==> config.mk <==
export PLATFORM = sky130hd
export DESIGN_NAME = calendar_age_calculator
export DESIGN_NICKNAME = d
export VERILOG_FILES = /design/src/sv/cac_pkg.sv /design/src/sv/cac_date.sv /design/src/sv/cac_time.sv /design/src/sv/calendar_age_calculator.sv
export SDC_FILE = /design/constraint.sdc
export NUM_CORES = 2
export LEC_CHECK = 0
export ABC_AREA = 0
export BUFFER_PORTS_ARGS = -buffer_cell sky130_fd_sc_hd__buf_2
export CORE_MARGIN = 1
export CORE_UTILIZATION = 55
export CTS_BUF_LIST = sky130_fd_sc_hd__clkbuf_4
export CTS_CLUSTER_DIAMETER = 50
export DETAILED_ROUTE_END_ITERATION = 16
export GPL_TIMING_DRIVEN = 0
export PLACE_DENSITY = 0.72
export SYNTH_ARGS = -nofsm -noshare
export SYNTH_HDL_FRONTEND = slang
export SYNTH_HIERARCHICAL = 1
export SYNTH_SLANG_ARGS = --single-unit
export TNS_END_PERCENT = 30
==> constraint.sdc <==
create_clock -name clk -period 11.8 [get_ports clk]
set_input_delay 0.59 -clock clk [delete_from_list [all_inputs] [get_ports clk]]
set_output_delay 0.59 -clock clk [all_outputs]
set_load 0.02 [all_outputs]
==> src/sv/cac_pkg.sv <==
// Package for the calendar age calculator: shared widths, unit codes, structs
// and the small calendar tables. No dependencies.
package cac_pkg;

	localparam int unsigned CMD_W    = 3;
	localparam int unsigned YEAR_W   = 14;
	localparam int unsigned MON_W    = 4;
	localparam int unsigned DAY_W    = 5;
	localparam int unsigned CLOCK_W  = 17;
	localparam int unsigned AGE_W    = 39;
	localparam int unsigned S_DATA_W = 80;
	localparam int unsigned M_DATA_W = 40;

	localparam int unsigned YP_W     = 15;
	localparam int unsigned YT_W     = 16;
	localparam int unsigned Q_W      = 9;
	localparam int unsigned PROD_W   = 30;
	localparam int unsigned CUMD_W   = 9;
	localparam int unsigned DN_W     = 23;
	localparam int unsigned CNT_W    = 20;
	localparam int unsigned DAYS_W   = 24;
	localparam int unsigned HRS_W    = 29;
	localparam int unsigned MINS_W   = 35;
	localparam int unsigned SECS_W   = 41;
	localparam int unsigned HDIFF_W  = 6;
	localparam int unsigned MSDIFF_W = 7;

	localparam int unsigned RECIP_SHIFT = 21;
	localparam logic [YP_W-1:0] RECIP_MUL   = 15'd20972;
	localparam logic [YP_W-1:0] YEAR_BIAS   = 15'd399;
	localparam logic [9:0]      DAYS_PER_YEAR = 10'd365;
	localparam logic [6:0]      CENTURY     = 7'd100;
	localparam logic [MON_W-1:0] LAST_MONTH = 4'd12;

	localparam logic signed [4:0] MONTHS_PER_YEAR = 5'sd12;
	localparam logic signed [5:0] HOURS_PER_DAY   = 6'sd24;
	localparam logic signed [6:0] MINS_PER_HOUR   = 7'sd60;
	localparam logic signed [6:0] SECS_PER_MIN    = 7'sd60;

	typedef enum logic [CMD_W-1:0] {
		UNIT_YEARS   = 3'd0,
		UNIT_MONTHS  = 3'd1,
		UNIT_DAYS    = 3'd2,
		UNIT_HOURS   = 3'd3,
		UNIT_MINUTES = 3'd4,
		UNIT_SECONDS = 3'd5
	} unit_t;

	typedef struct packed {
		logic [CMD_W-1:0]   cmd;
		logic [YEAR_W-1:0]  birth_year;
		logic [MON_W-1:0]   birth_month;
		logic [DAY_W-1:0]   birth_day;
		logic [CLOCK_W-1:0] birth_clock;
		logic [YEAR_W-1:0]  ref_year;
		logic [MON_W-1:0]   ref_month;
		logic [DAY_W-1:0]   ref_day;
		logic [CLOCK_W-1:0] ref_clock;
	} query_t;

	typedef struct packed {
		logic [CMD_W-1:0]           cmd;
		logic [DN_W-1:0]            dn_birth;
		logic [DN_W-1:0]            dn_ref;
		logic signed [CNT_W-1:0]    cal_cnt;
		logic signed [HDIFF_W-1:0]  hour_diff;
		logic signed [MSDIFF_W-1:0] min_diff;
		logic signed [MSDIFF_W-1:0] sec_diff;
	} date_res_t;

	typedef struct packed {
		logic             ydec;
		logic             yinc;
		logic [MON_W-1:0] mon;
	} mwrap_t;

	// Month zero is December of the previous year, months past twelve run
	// into the next year.
	function automatic mwrap_t month_wrap(input logic [MON_W-1:0] m);
		mwrap_t w;
		w.ydec = 1'b0;
		w.yinc = 1'b0;
		w.mon  = m;
		if (m == '0) begin
			w.ydec = 1'b1;
			w.mon  = LAST_MONTH;
		end else if (m > LAST_MONTH) begin
			w.yinc = 1'b1;
			w.mon  = m - LAST_MONTH;
		end
		return w;
	endfunction

	// Days from the first of March to the first of the given raw month.
	function automatic logic [CUMD_W-1:0] march_cum(input logic [MON_W-1:0] m);
		logic [CUMD_W-1:0] r;
		case (m)
			4'd0:    r = 9'd275;
			4'd1:    r = 9'd306;
			4'd2:    r = 9'd337;
			4'd4:    r = 9'd31;
			4'd5:    r = 9'd61;
			4'd6:    r = 9'd92;
			4'd7:    r = 9'd122;
			4'd8:    r = 9'd153;
			4'd9:    r = 9'd184;
			4'd10:   r = 9'd214;
			4'd11:   r = 9'd245;
			4'd12:   r = 9'd275;
			4'd13:   r = 9'd306;
			4'd14:   r = 9'd337;
			default: r = 9'd0;
		endcase
		return r;
	endfunction

	// Offset of the March-based year, added on top of the year bias.
	function automatic logic [1:0] march_yoff(input logic [MON_W-1:0] m);
		logic [1:0] r;
		if (m inside {[4'd0:4'd2]}) begin
			r = 2'd0;
		end else if (m == 4'd15) begin
			r = 2'd2;
		end else begin
			r = 2'd1;
		end
		return r;
	endfunction

	function automatic logic [DAY_W-1:0] month_len(input logic [MON_W-1:0] m,
			input logic leap);
		logic [DAY_W-1:0] r;
		case (m)
			4'd2:                    r = leap ? 5'd29 : 5'd28;
			4'd4, 4'd6, 4'd9, 4'd11: r = 5'd30;
			default:                 r = 5'd31;
		endcase
		return r;
	endfunction

endpackage

==> src/sv/cac_date.sv <==
// Date stages of the calendar age calculator: day numbers of both dates and
// the whole-year or whole-month count. Depends on cac_pkg.
module cac_date (
	input  logic                clk,
	input  logic                arst_n,
	input  logic                in_valid,
	output logic                in_ready,
	input  cac_pkg::query_t     in_query,
	output logic                out_valid,
	input  logic                out_ready,
	output cac_pkg::date_res_t  out_res
);

	logic v_s1, v_s2, v_s3;
	logic adv1, adv2, adv3;

	logic [cac_pkg::MON_W-1:0]            tgt_mon;
	cac_pkg::mwrap_t                      wrap;
	logic signed [cac_pkg::YT_W-1:0]      yt_in;
	logic [cac_pkg::YP_W-1:0]             ypb_in, ypr_in;
	logic [cac_pkg::CUMD_W-1:0]           cumdb_in, cumdr_in;
	logic signed [cac_pkg::YEAR_W:0]      ydiff_in;
	logic signed [cac_pkg::MON_W:0]       mdiff_in;
	logic signed [cac_pkg::CNT_W-1:0]     ydiff_ext, cnt_in;
	logic signed [cac_pkg::HDIFF_W-1:0]   hdiff_in;
	logic signed [cac_pkg::MSDIFF_W-1:0]  mdiff_clk_in, sdiff_in;

	logic [cac_pkg::CMD_W-1:0]            cmd_s1, cmd_s2;
	logic [cac_pkg::YP_W-1:0]             ypb_s1, ypr_s1, ypb_s2, ypr_s2;
	logic [cac_pkg::CUMD_W-1:0]           cumdb_s1, cumdr_s1;
	logic signed [cac_pkg::YT_W-1:0]      yt_s1, yt_s2;
	logic [cac_pkg::MON_W-1:0]            mt_s1, mt_s2, rm_s1, rm_s2;
	logic [cac_pkg::DAY_W-1:0]            bd_s1, bd_s2, rd_s1, rd_s2;
	logic [cac_pkg::YEAR_W-1:0]           ry_s1, ry_s2;
	logic signed [cac_pkg::CNT_W-1:0]     cnt_s1, cnt_s2;
	logic signed [cac_pkg::HDIFF_W-1:0]   hdiff_s1, hdiff_s2;
	logic signed [cac_pkg::MSDIFF_W-1:0]  mdiff_s1, mdiff_s2, sdiff_s1, sdiff_s2;

	logic [cac_pkg::PROD_W-1:0]           prod_b, prod_r, prod_t;
	logic [cac_pkg::DN_W-1:0]             ab_in, ar_in;
	logic [cac_pkg::Q_W-1:0]              qb_s2, qr_s2, qt_s2;
	logic [cac_pkg::DN_W-1:0]             ab_s2, ar_s2;

	logic [cac_pkg::DN_W-1:0]             dnb_in, dnr_in;
	logic [cac_pkg::YT_W-1:0]             qt100;
	logic                                 leap;
	logic [cac_pkg::DAY_W-1:0]            mlen, dcl;
	logic signed [cac_pkg::YT_W-1:0]      ry_ext;
	logic                                 after;
	cac_pkg::date_res_t                   res_in, res_s3;

	assign adv3     = !v_s3 || out_ready;
	assign adv2     = !v_s2 || adv3;
	assign adv1     = !v_s1 || adv2;
	assign in_ready = adv1;

	always_comb begin
		tgt_mon = (in_query.cmd == cac_pkg::UNIT_YEARS) ? in_query.birth_month
			: in_query.ref_month;
		wrap = cac_pkg::month_wrap(tgt_mon);
		yt_in = cac_pkg::YT_W'(in_query.ref_year) + cac_pkg::YT_W'(wrap.yinc)
			- cac_pkg::YT_W'(wrap.ydec);
		ypb_in = cac_pkg::YP_W'(in_query.birth_year) + cac_pkg::YEAR_BIAS
			+ cac_pkg::YP_W'(cac_pkg::march_yoff(in_query.birth_month));
		ypr_in = cac_pkg::YP_W'(in_query.ref_year) + cac_pkg::YEAR_BIAS
			+ cac_pkg::YP_W'(cac_pkg::march_yoff(in_query.ref_month));
		cumdb_in = cac_pkg::march_cum(in_query.birth_month)
			+ cac_pkg::CUMD_W'(in_query.birth_day);
		cumdr_in = cac_pkg::march_cum(in_query.ref_month)
			+ cac_pkg::CUMD_W'(in_query.ref_day);
		ydiff_in = $signed({1'b0, in_query.ref_year}) - $signed({1'b0, in_query.birth_year});
		mdiff_in = $signed({1'b0, in_query.ref_month}) - $signed({1'b0, in_query.birth_month});
		ydiff_ext = cac_pkg::CNT_W'(ydiff_in);
		if (in_query.cmd == cac_pkg::UNIT_YEARS) begin
			cnt_in = ydiff_ext;
		end else begin
			cnt_in = ydiff_ext * cac_pkg::CNT_W'(cac_pkg::MONTHS_PER_YEAR)
				+ cac_pkg::CNT_W'(mdiff_in);
		end
		hdiff_in = $signed({1'b0, in_query.ref_clock[16:12]})
			- $signed({1'b0, in_query.birth_clock[16:12]});
		mdiff_clk_in = $signed({1'b0, in_query.ref_clock[11:6]})
			- $signed({1'b0, in_query.birth_clock[11:6]});
		sdiff_in = $signed({1'b0, in_query.ref_clock[5:0]})
			- $signed({1'b0, in_query.birth_clock[5:0]});
	end

	always_comb begin
		prod_b = cac_pkg::PROD_W'(ypb_s1) * cac_pkg::PROD_W'(cac_pkg::RECIP_MUL);
		prod_r = cac_pkg::PROD_W'(ypr_s1) * cac_pkg::PROD_W'(cac_pkg::RECIP_MUL);
		prod_t = cac_pkg::PROD_W'(yt_s1[cac_pkg::YP_W-1:0])
			* cac_pkg::PROD_W'(cac_pkg::RECIP_MUL);
		ab_in = cac_pkg::DN_W'(ypb_s1) * cac_pkg::DN_W'(cac_pkg::DAYS_PER_YEAR)
			+ cac_pkg::DN_W'(cumdb_s1);
		ar_in = cac_pkg::DN_W'(ypr_s1) * cac_pkg::DN_W'(cac_pkg::DAYS_PER_YEAR)
			+ cac_pkg::DN_W'(cumdr_s1);
	end

	always_comb begin
		dnb_in = ab_s2 + cac_pkg::DN_W'(ypb_s2[cac_pkg::YP_W-1:2])
			- cac_pkg::DN_W'(qb_s2) + cac_pkg::DN_W'(qb_s2[cac_pkg::Q_W-1:2]);
		dnr_in = ar_s2 + cac_pkg::DN_W'(ypr_s2[cac_pkg::YP_W-1:2])
			- cac_pkg::DN_W'(qr_s2) + cac_pkg::DN_W'(qr_s2[cac_pkg::Q_W-1:2]);
		qt100 = cac_pkg::YT_W'(qt_s2) * cac_pkg::YT_W'(cac_pkg::CENTURY);
		leap = (yt_s2[1:0] == 2'b00)
			&& ((qt100 != $unsigned(yt_s2)) || (qt_s2[1:0] == 2'b00));
		mlen = cac_pkg::month_len(mt_s2, leap);
		dcl = (bd_s2 < mlen) ? bd_s2 : mlen;
		ry_ext = $signed(cac_pkg::YT_W'(ry_s2));
		if (yt_s2 != ry_ext) begin
			after = yt_s2 > ry_ext;
		end else if (mt_s2 != rm_s2) begin
			after = mt_s2 > rm_s2;
		end else begin
			after = dcl > rd_s2;
		end
		res_in.cmd       = cmd_s2;
		res_in.dn_birth  = dnb_in;
		res_in.dn_ref    = dnr_in;
		res_in.cal_cnt   = cnt_s2 - $signed(cac_pkg::CNT_W'(after));
		res_in.hour_diff = hdiff_s2;
		res_in.min_diff  = mdiff_s2;
		res_in.sec_diff  = sdiff_s2;
	end

	always_ff @(posedge clk or negedge arst_n) begin
		if (!arst_n) begin
			v_s1 <= 1'b0;
			v_s2 <= 1'b0;
			v_s3 <= 1'b0;
		end else begin
			if (adv1) begin
				v_s1 <= in_valid;
			end
			if (adv2) begin
				v_s2 <= v_s1;
			end
			if (adv3) begin
				v_s3 <= v_s2;
			end
		end
	end

	always_ff @(posedge clk) begin
		if (adv1) begin
			cmd_s1   <= in_query.cmd;
			ypb_s1   <= ypb_in;
			ypr_s1   <= ypr_in;
			cumdb_s1 <= cumdb_in;
			cumdr_s1 <= cumdr_in;
			yt_s1    <= yt_in;
			mt_s1    <= wrap.mon;
			bd_s1    <= in_query.birth_day;
			ry_s1    <= in_query.ref_year;
			rm_s1    <= in_query.ref_month;
			rd_s1    <= in_query.ref_day;
			cnt_s1   <= cnt_in;
			hdiff_s1 <= hdiff_in;
			mdiff_s1 <= mdiff_clk_in;
			sdiff_s1 <= sdiff_in;
		end
		if (adv2) begin
			cmd_s2   <= cmd_s1;
			qb_s2    <= prod_b[cac_pkg::RECIP_SHIFT +: cac_pkg::Q_W];
			qr_s2    <= prod_r[cac_pkg::RECIP_SHIFT +: cac_pkg::Q_W];
			qt_s2    <= prod_t[cac_pkg::RECIP_SHIFT +: cac_pkg::Q_W];
			ab_s2    <= ab_in;
			ar_s2    <= ar_in;
			ypb_s2   <= ypb_s1;
			ypr_s2   <= ypr_s1;
			yt_s2    <= yt_s1;
			mt_s2    <= mt_s1;
			bd_s2    <= bd_s1;
			ry_s2    <= ry_s1;
			rm_s2    <= rm_s1;
			rd_s2    <= rd_s1;
			cnt_s2   <= cnt_s1;
			hdiff_s2 <= hdiff_s1;
			mdiff_s2 <= mdiff_s1;
			sdiff_s2 <= sdiff_s1;
		end
		if (adv3) begin
			res_s3 <= res_in;
		end
	end

	assign out_valid = v_s3;
	assign out_res   = res_s3;

endmodule

==> src/sv/cac_time.sv <==
// Time stages of the calendar age calculator: day difference, then hours,
// minutes and seconds, and the output register. Depends on cac_pkg.
module cac_time (
	input  logic                                clk,
	input  logic                                arst_n,
	input  logic                                in_valid,
	output logic                                in_ready,
	input  cac_pkg::date_res_t                  in_res,
	output logic                                out_valid,
	input  logic                                out_ready,
	output logic [cac_pkg::AGE_W-1:0]           out_age,
	output logic                                out_ok
);

	logic v_s4, v_s5, v_s6, v_s7;
	logic adv4, adv5, adv6, adv7;

	logic signed [cac_pkg::DAYS_W-1:0]    days_in, val_in4, val_s4;
	logic                                 ok_in4, ok_s4;
	logic signed [cac_pkg::HRS_W-1:0]     hrs, val_in5, val_s5;
	logic                                 ok_in5, ok_s5;
	logic signed [cac_pkg::MINS_W-1:0]    mins, val_in6, val_s6;
	logic                                 ok_in6, ok_s6;
	logic signed [cac_pkg::SECS_W-1:0]    secs, val_in7;
	logic                                 ok_in7, ok_s7;
	logic [cac_pkg::AGE_W-1:0]            age_s7;

	logic [cac_pkg::CMD_W-1:0]            cmd_s4, cmd_s5, cmd_s6;
	logic signed [cac_pkg::HDIFF_W-1:0]   hdiff_s4;
	logic signed [cac_pkg::MSDIFF_W-1:0]  mdiff_s4, mdiff_s5, sdiff_s4, sdiff_s5, sdiff_s6;

	assign adv7     = !v_s7 || out_ready;
	assign adv6     = !v_s6 || adv7;
	assign adv5     = !v_s5 || adv6;
	assign adv4     = !v_s4 || adv5;
	assign in_ready = adv4;

	always_comb begin
		days_in = $signed({1'b0, in_res.dn_ref}) - $signed({1'b0, in_res.dn_birth});
		val_in4 = days_in;
		ok_in4  = 1'b0;
		if (in_res.cmd inside {cac_pkg::UNIT_YEARS, cac_pkg::UNIT_MONTHS}) begin
			val_in4 = cac_pkg::DAYS_W'(in_res.cal_cnt);
			ok_in4  = !in_res.cal_cnt[cac_pkg::CNT_W-1];
		end else if (in_res.cmd inside {cac_pkg::UNIT_DAYS, cac_pkg::UNIT_HOURS,
				cac_pkg::UNIT_MINUTES, cac_pkg::UNIT_SECONDS}) begin
			ok_in4 = !days_in[cac_pkg::DAYS_W-1];
		end
	end

	always_comb begin
		hrs = cac_pkg::HRS_W'(val_s4) * cac_pkg::HRS_W'(cac_pkg::HOURS_PER_DAY)
			+ cac_pkg::HRS_W'(hdiff_s4);
		val_in5 = cac_pkg::HRS_W'(val_s4);
		ok_in5  = ok_s4;
		if (ok_s4 && (cmd_s4 inside {cac_pkg::UNIT_HOURS, cac_pkg::UNIT_MINUTES,
				cac_pkg::UNIT_SECONDS})) begin
			val_in5 = hrs;
			ok_in5  = !hrs[cac_pkg::HRS_W-1];
		end
	end

	always_comb begin
		mins = cac_pkg::MINS_W'(val_s5) * cac_pkg::MINS_W'(cac_pkg::MINS_PER_HOUR)
			+ cac_pkg::MINS_W'(mdiff_s5);
		val_in6 = cac_pkg::MINS_W'(val_s5);
		ok_in6  = ok_s5;
		if (ok_s5 && (cmd_s5 inside {cac_pkg::UNIT_MINUTES, cac_pkg::UNIT_SECONDS})) begin
			val_in6 = mins;
			ok_in6  = !mins[cac_pkg::MINS_W-1];
		end
	end

	always_comb begin
		secs = cac_pkg::SECS_W'(val_s6) * cac_pkg::SECS_W'(cac_pkg::SECS_PER_MIN)
			+ cac_pkg::SECS_W'(sdiff_s6);
		val_in7 = cac_pkg::SECS_W'(val_s6);
		ok_in7  = ok_s6;
		if (ok_s6 && (cmd_s6 == cac_pkg::UNIT_SECONDS)) begin
			val_in7 = secs;
			ok_in7  = !secs[cac_pkg::SECS_W-1];
		end
	end

	always_ff @(posedge clk or negedge arst_n) begin
		if (!arst_n) begin
			v_s4 <= 1'b0;
			v_s5 <= 1'b0;
			v_s6 <= 1'b0;
			v_s7 <= 1'b0;
		end else begin
			if (adv4) begin
				v_s4 <= in_valid;
			end
			if (adv5) begin
				v_s5 <= v_s4;
			end
			if (adv6) begin
				v_s6 <= v_s5;
			end
			if (adv7) begin
				v_s7 <= v_s6;
			end
		end
	end

	always_ff @(posedge clk) begin
		if (adv4) begin
			cmd_s4   <= in_res.cmd;
			val_s4   <= val_in4;
			ok_s4    <= ok_in4;
			hdiff_s4 <= in_res.hour_diff;
			mdiff_s4 <= in_res.min_diff;
			sdiff_s4 <= in_res.sec_diff;
		end
		if (adv5) begin
			cmd_s5   <= cmd_s4;
			val_s5   <= val_in5;
			ok_s5    <= ok_in5;
			mdiff_s5 <= mdiff_s4;
			sdiff_s5 <= sdiff_s4;
		end
		if (adv6) begin
			cmd_s6   <= cmd_s5;
			val_s6   <= val_in6;
			ok_s6    <= ok_in6;
			sdiff_s6 <= sdiff_s5;
		end
		if (adv7) begin
			age_s7 <= ok_in7 ? val_in7[cac_pkg::AGE_W-1:0] : '0;
			ok_s7  <= ok_in7;
		end
	end

	assign out_valid = v_s7;
	assign out_age   = age_s7;
	assign out_ok    = ok_s7;

`ifndef NO_ASSERTIONS
	a_stall_holds_s6: assert property (@(posedge clk) disable iff (!arst_n)
		v_s7 && !out_ready && v_s6 |=> v_s6 && $stable(val_s6) && $stable(ok_s6))
		else $error("stage 6 word changed while the output was stalled");

	a_hours_nonneg: assert property (@(posedge clk) disable iff (!arst_n)
		v_s5 && ok_s5 |-> !val_s5[cac_pkg::HRS_W-1])
		else $error("valid age went negative after the hours step");

	a_unknown_unit: assert property (@(posedge clk) disable iff (!arst_n)
		v_s4 && (cmd_s4 > cac_pkg::UNIT_SECONDS) |-> !ok_s4)
		else $error("unknown unit marked valid");
`endif

endmodule

==> src/sv/calendar_age_calculator.sv <==
// Calendar age calculator, top level. Depends on cac_pkg, cac_date, cac_time.
// A query word enters on the slave side: s_tuser carries the unit, s_tdata
// the birth and reference date-times. The completed age leaves on the master
// side: m_tdata carries the age, m_tuser is set when the age is valid
// (non-negative); an invalid age is reported as zero.
// Every accepted word yields exactly one result word, in order.
// The result passes through seven register stages: year prep, reciprocal
// multiply for the century split, day numbers and the calendar compare, day
// difference, then one stage each for hours, minutes and seconds. One word can
// be accepted every cycle while the output is not stalled.
// Each stage holds its own valid bit, so when the receiver drops m_tready
// the pipeline keeps filling its empty stages and s_tready falls only when
// every stage holds a word. Nothing is lost or repeated under a stall.
// Reset clears all valid bits; the block is ready for a word right after.
module calendar_age_calculator (
	input  logic                              clk,
	input  logic                              arst_n,
	input  logic                              s_tvalid,
	output logic                              s_tready,
	// birth_year, birth_month, birth_day, birth_clock, ref_year, ref_month,
	// ref_day, ref_clock
	input  logic [cac_pkg::S_DATA_W-1:0]      s_tdata,
	// cmd
	input  logic [cac_pkg::CMD_W-1:0]         s_tuser,
	output logic                              m_tvalid,
	input  logic                              m_tready,
	// age_value, then zero padding
	output logic [cac_pkg::M_DATA_W-1:0]      m_tdata,
	// age_valid
	output logic                              m_tuser
);

	cac_pkg::query_t             query;
	cac_pkg::date_res_t          date_res;
	logic                        date_valid, date_ready;
	logic [cac_pkg::AGE_W-1:0]   age;

	assign query.cmd         = s_tuser;
	assign query.birth_year  = s_tdata[13:0];
	assign query.birth_month = s_tdata[17:14];
	assign query.birth_day   = s_tdata[22:18];
	assign query.birth_clock = s_tdata[39:23];
	assign query.ref_year    = s_tdata[53:40];
	assign query.ref_month   = s_tdata[57:54];
	assign query.ref_day     = s_tdata[62:58];
	assign query.ref_clock   = s_tdata[79:63];

	cac_date u_date (
		.clk       (clk),
		.arst_n    (arst_n),
		.in_valid  (s_tvalid),
		.in_ready  (s_tready),
		.in_query  (query),
		.out_valid (date_valid),
		.out_ready (date_ready),
		.out_res   (date_res)
	);

	cac_time u_time (
		.clk       (clk),
		.arst_n    (arst_n),
		.in_valid  (date_valid),
		.in_ready  (date_ready),
		.in_res    (date_res),
		.out_valid (m_tvalid),
		.out_ready (m_tready),
		.out_age   (age),
		.out_ok    (m_tuser)
	);

	assign m_tdata = {{(cac_pkg::M_DATA_W - cac_pkg::AGE_W){1'b0}}, age};

`ifndef NO_ASSERTIONS
	a_invalid_is_zero: assert property (@(posedge clk) disable iff (!arst_n)
		m_tvalid && !m_tuser |-> m_tdata == '0)
		else $error("invalid age word carries a nonzero value");

	a_backpressure_source: assert property (@(posedge clk) disable iff (!arst_n)
		!s_tready |-> m_tvalid && !m_tready)
		else $error("input stalled while the output was not blocked");
`endif

endmodule

==> flow_summary.yaml <==
finish:
  final_cell_mix: "1130 x inv_1, 980 x ha_1, 599 x edfxtp_1, 477 x fa_1, 327 x a21oi_1"
  syn_to_final_growth_pct: 10.2
  fin_nets: 7733
  layout-drive-gt1-share: 0.0782
  fin_area_um2: 66400
  register_area_um2: 18200
  final_common_cell: "inv_1"
  multiInputGateArea_um2: 37600
  fillers: 8878
floorplan:
  boundaryPins: 130
  start_util: 0.554
  fp.dieH_um: 333
  rows: 121
  die_area_um2: 111000
  core_um2: 109000
  die_w_um: 333
drt:
  drcViolationCount: 0
  vias_per_cell: 5.38
  first_pass_iters: 7
  wl_per_cell_um: 16.1
  wirelength_um: 125000
  vias: 41600
  drt-initial-drc-count: 2117
  drtAntennaViolNets: 0
timing:
  slew_viol_final: 0
  fmax_ghz: 0.121
  worst-slew-pin-transition_ps: 1330
  fin_crit_ps: 8290
  fin_crit_sh: 0.702
  hold_violations: 0
  relSlewSlack: 0.114
  setup_violations: 0
  fin_worst_skew_ps: 81.9
  grt_setup_unrepaired: "false"
clock_tree:
  tritoncts: "built"
  cts_num_sinks: 606
  cts-root-buf: "clkbuf_4"
  clock_path_buffers: 3
  htree_levels: 4
  clk_pin_slew_ps: 60
  cts_inserted_buffers: 166
  post_cts_buffers: 0
  insertion_delay_ps: 1060
synth:
  synth-seq-cells: 606
  async_flop_share: 0.0116
  synthCells: 5767
  ys_warn_count: 6
  avgSynthCellArea_um2: 10.4
  synth_cell_types: 90
  seq_area_frac_synth: 0.302
  syn_nets: 7311
  synth-edff-count: 599
  synth_area_um2: 60200
  ys.flop_type: "edfxtp_1"
critical_path:
  cp.arrival_ps: 9060
  crit_slowest_cell: "a2111oi_2"
  critPathMaxFanout: 4
  path_class: "reg2reg"
  r2r_cells: 29
  cpPeakStageDelay_ps: 860
  cp.required_ps: 12570
  cp_common_cell: "ha_1"
  worstSetupStartpointType: "register"
  worstSetupEndpointType: "register"
place:
  routabilityCongestion: 0.930
  place_hpwl_um: 103000
  io_buffers: 128
  placed_area_um2: 63100
hold_path:
  holdPathStages: 4
  holdCritPathClass: "in2reg"
flow_run:
  maxCapViolCount: 0
run_status:
  status: "complete, no violations"
global_route:
  grt_antenna_before_repair: 2
  grt_usage: 0.231
  grt_max_degree: 69
  grt_overflow_total: 0
  grt_pass1_vias: 43100
  grt_pass1_wl_um: 207000
==> flip-flops by register name (all words and copies together) (netlist names), 15 cells and up <==
register        count
u_date/ypb_s1      15
u_time/val_s4      24
u_time/val_s5      29
u_date/yt_s2       16
u_time/val_s6      35
u_date/ypr_s1      15
u_date/out_res     89
u_date/yt_s1       16
u_date/ar_s2       23
u_date/cnt_s2      20
u_time/out_age     39
u_date/cnt_s1      20
u_date/ab_s2       23
==> what timing repair did <==
item,CTS,global route
hold buffers,97,0
gates resized for setup,0,0
endpoints found under the hold margin,97,0
==> worst paths after layout <==
kind	to	start	slack, ps
min in group asynchronous	u_time/v_s4$_DFFE_PN0P_	arst_n	550
worst max-delay path	u_date/out_res[38]$_DFFE_PP_	u_date/qt_s2[2]$_DFFE_PP_	3510
worst min register to register	u_time/cmd_s6[0]$_DFFE_PP_	u_time/cmd_s5[0]$_DFFE_PP_	380
worst min-delay path	u_date/hdiff_s1[2]$_DFFE_PP_	s_tdata[76]	190
max in group asynchronous	u_date/out_valid$_DFFE_PN0P_	arst_n	10910
worst max register to register	u_date/out_res[38]$_DFFE_PP_	u_date/qt_s2[2]$_DFFE_PP_	3510
==> per-stage QoR <==
stage / hold WS, ps / TNS [ps] / setup slack [ps] / std cells / util
3_5_place_dp: 405 / 0 / 3370 / 7337 / 0.581
5_1_grt: 79.7 / 0 / 3050 / 7732 / 0.610
4_1_cts: 23.5 / 0 / 3380 / 7727 / 0.610
3_3_place_gp: 401 / -448900 / -1410 / 7309 / 0.576
6_report: 186 / 0 / 3510 / 7732 / 0.610
2_1_floorplan: 294 / 0 / 2840 / 5767 / -
==> critical path, delay by kind of cell (launching register included) <==
kind,cells,cell delay [ps]
compound gates,12,3110
xor+xnor,1,110
fa+ha+maj,7,2330
buf+inv,1,100
flops,1,450
simple gates,8,1940
==> layout make-up <==
cell class,instances,share of cell area
Multi-Input combinational cell,3981,0.567
Sequential cell,606,0.274
Inverter,1131,0.0640
Timing Repair Buffer,254,0.0324
Tap cell,1414,0.0267
Clock buffer,230,0.0260
Clock inverter,63,0.00722
Buffer,49,0.00328
Antenna cell,4,0.000151
==> routing by layer <==
| layer | track usage | vias to the layer above | routed length (µm) |
|---|---|---|---|
| li1 | - | 20700 | - |
| met3 | 0.0322 | 207 | 4560 |
| met1 | 0.279 | 20000 | 52600 |
| met4 | 0.0813 | 0 | 3780 |
| met2 | 0.419 | 754 | 63800 |
| met5 | 0 | - | 0 |
==> Yosys cell counts (all sizes together) (45+ instances only) <==
cell / n / area (µm²)
xor2: 152 / 1330
nor3: 70 / 350
a21o: 160 / 1200
nand2b: 45 / 282
o21bai: 45 / 342
a21oi: 328 / 1640
xnor2: 268 / 2350
o21a: 60 / 450
o21ai: 237 / 1200
ha: 980 / 12300
nor2: 282 / 1060
inv: 1131 / 4250
edfxtp: 599 / 18000
nand3: 79 / 395
nor2b: 53 / 332
fa: 477 / 9550
nand2: 253 / 950
==> cell families (layout without fill, tap and decap cells) <==
logic type	after synthesis	in the layout	synth area share
AOI/OAI and AO/OA	1113	1113	0.119
xor gates and xnor gates	422	422	0.0619
adders and majority gates	1457	1457	0.362
buffers and inverters	1180	1727	0.0741
DFF	606	606	0.302
muxes	29	29	0.00536
other	1	5	0.0000623
and+or+nand+nor	959	959	0.0755
Power is not shown: default switching activity piles up to over one toggle a cycle in this logic, so the estimate is an artifact.
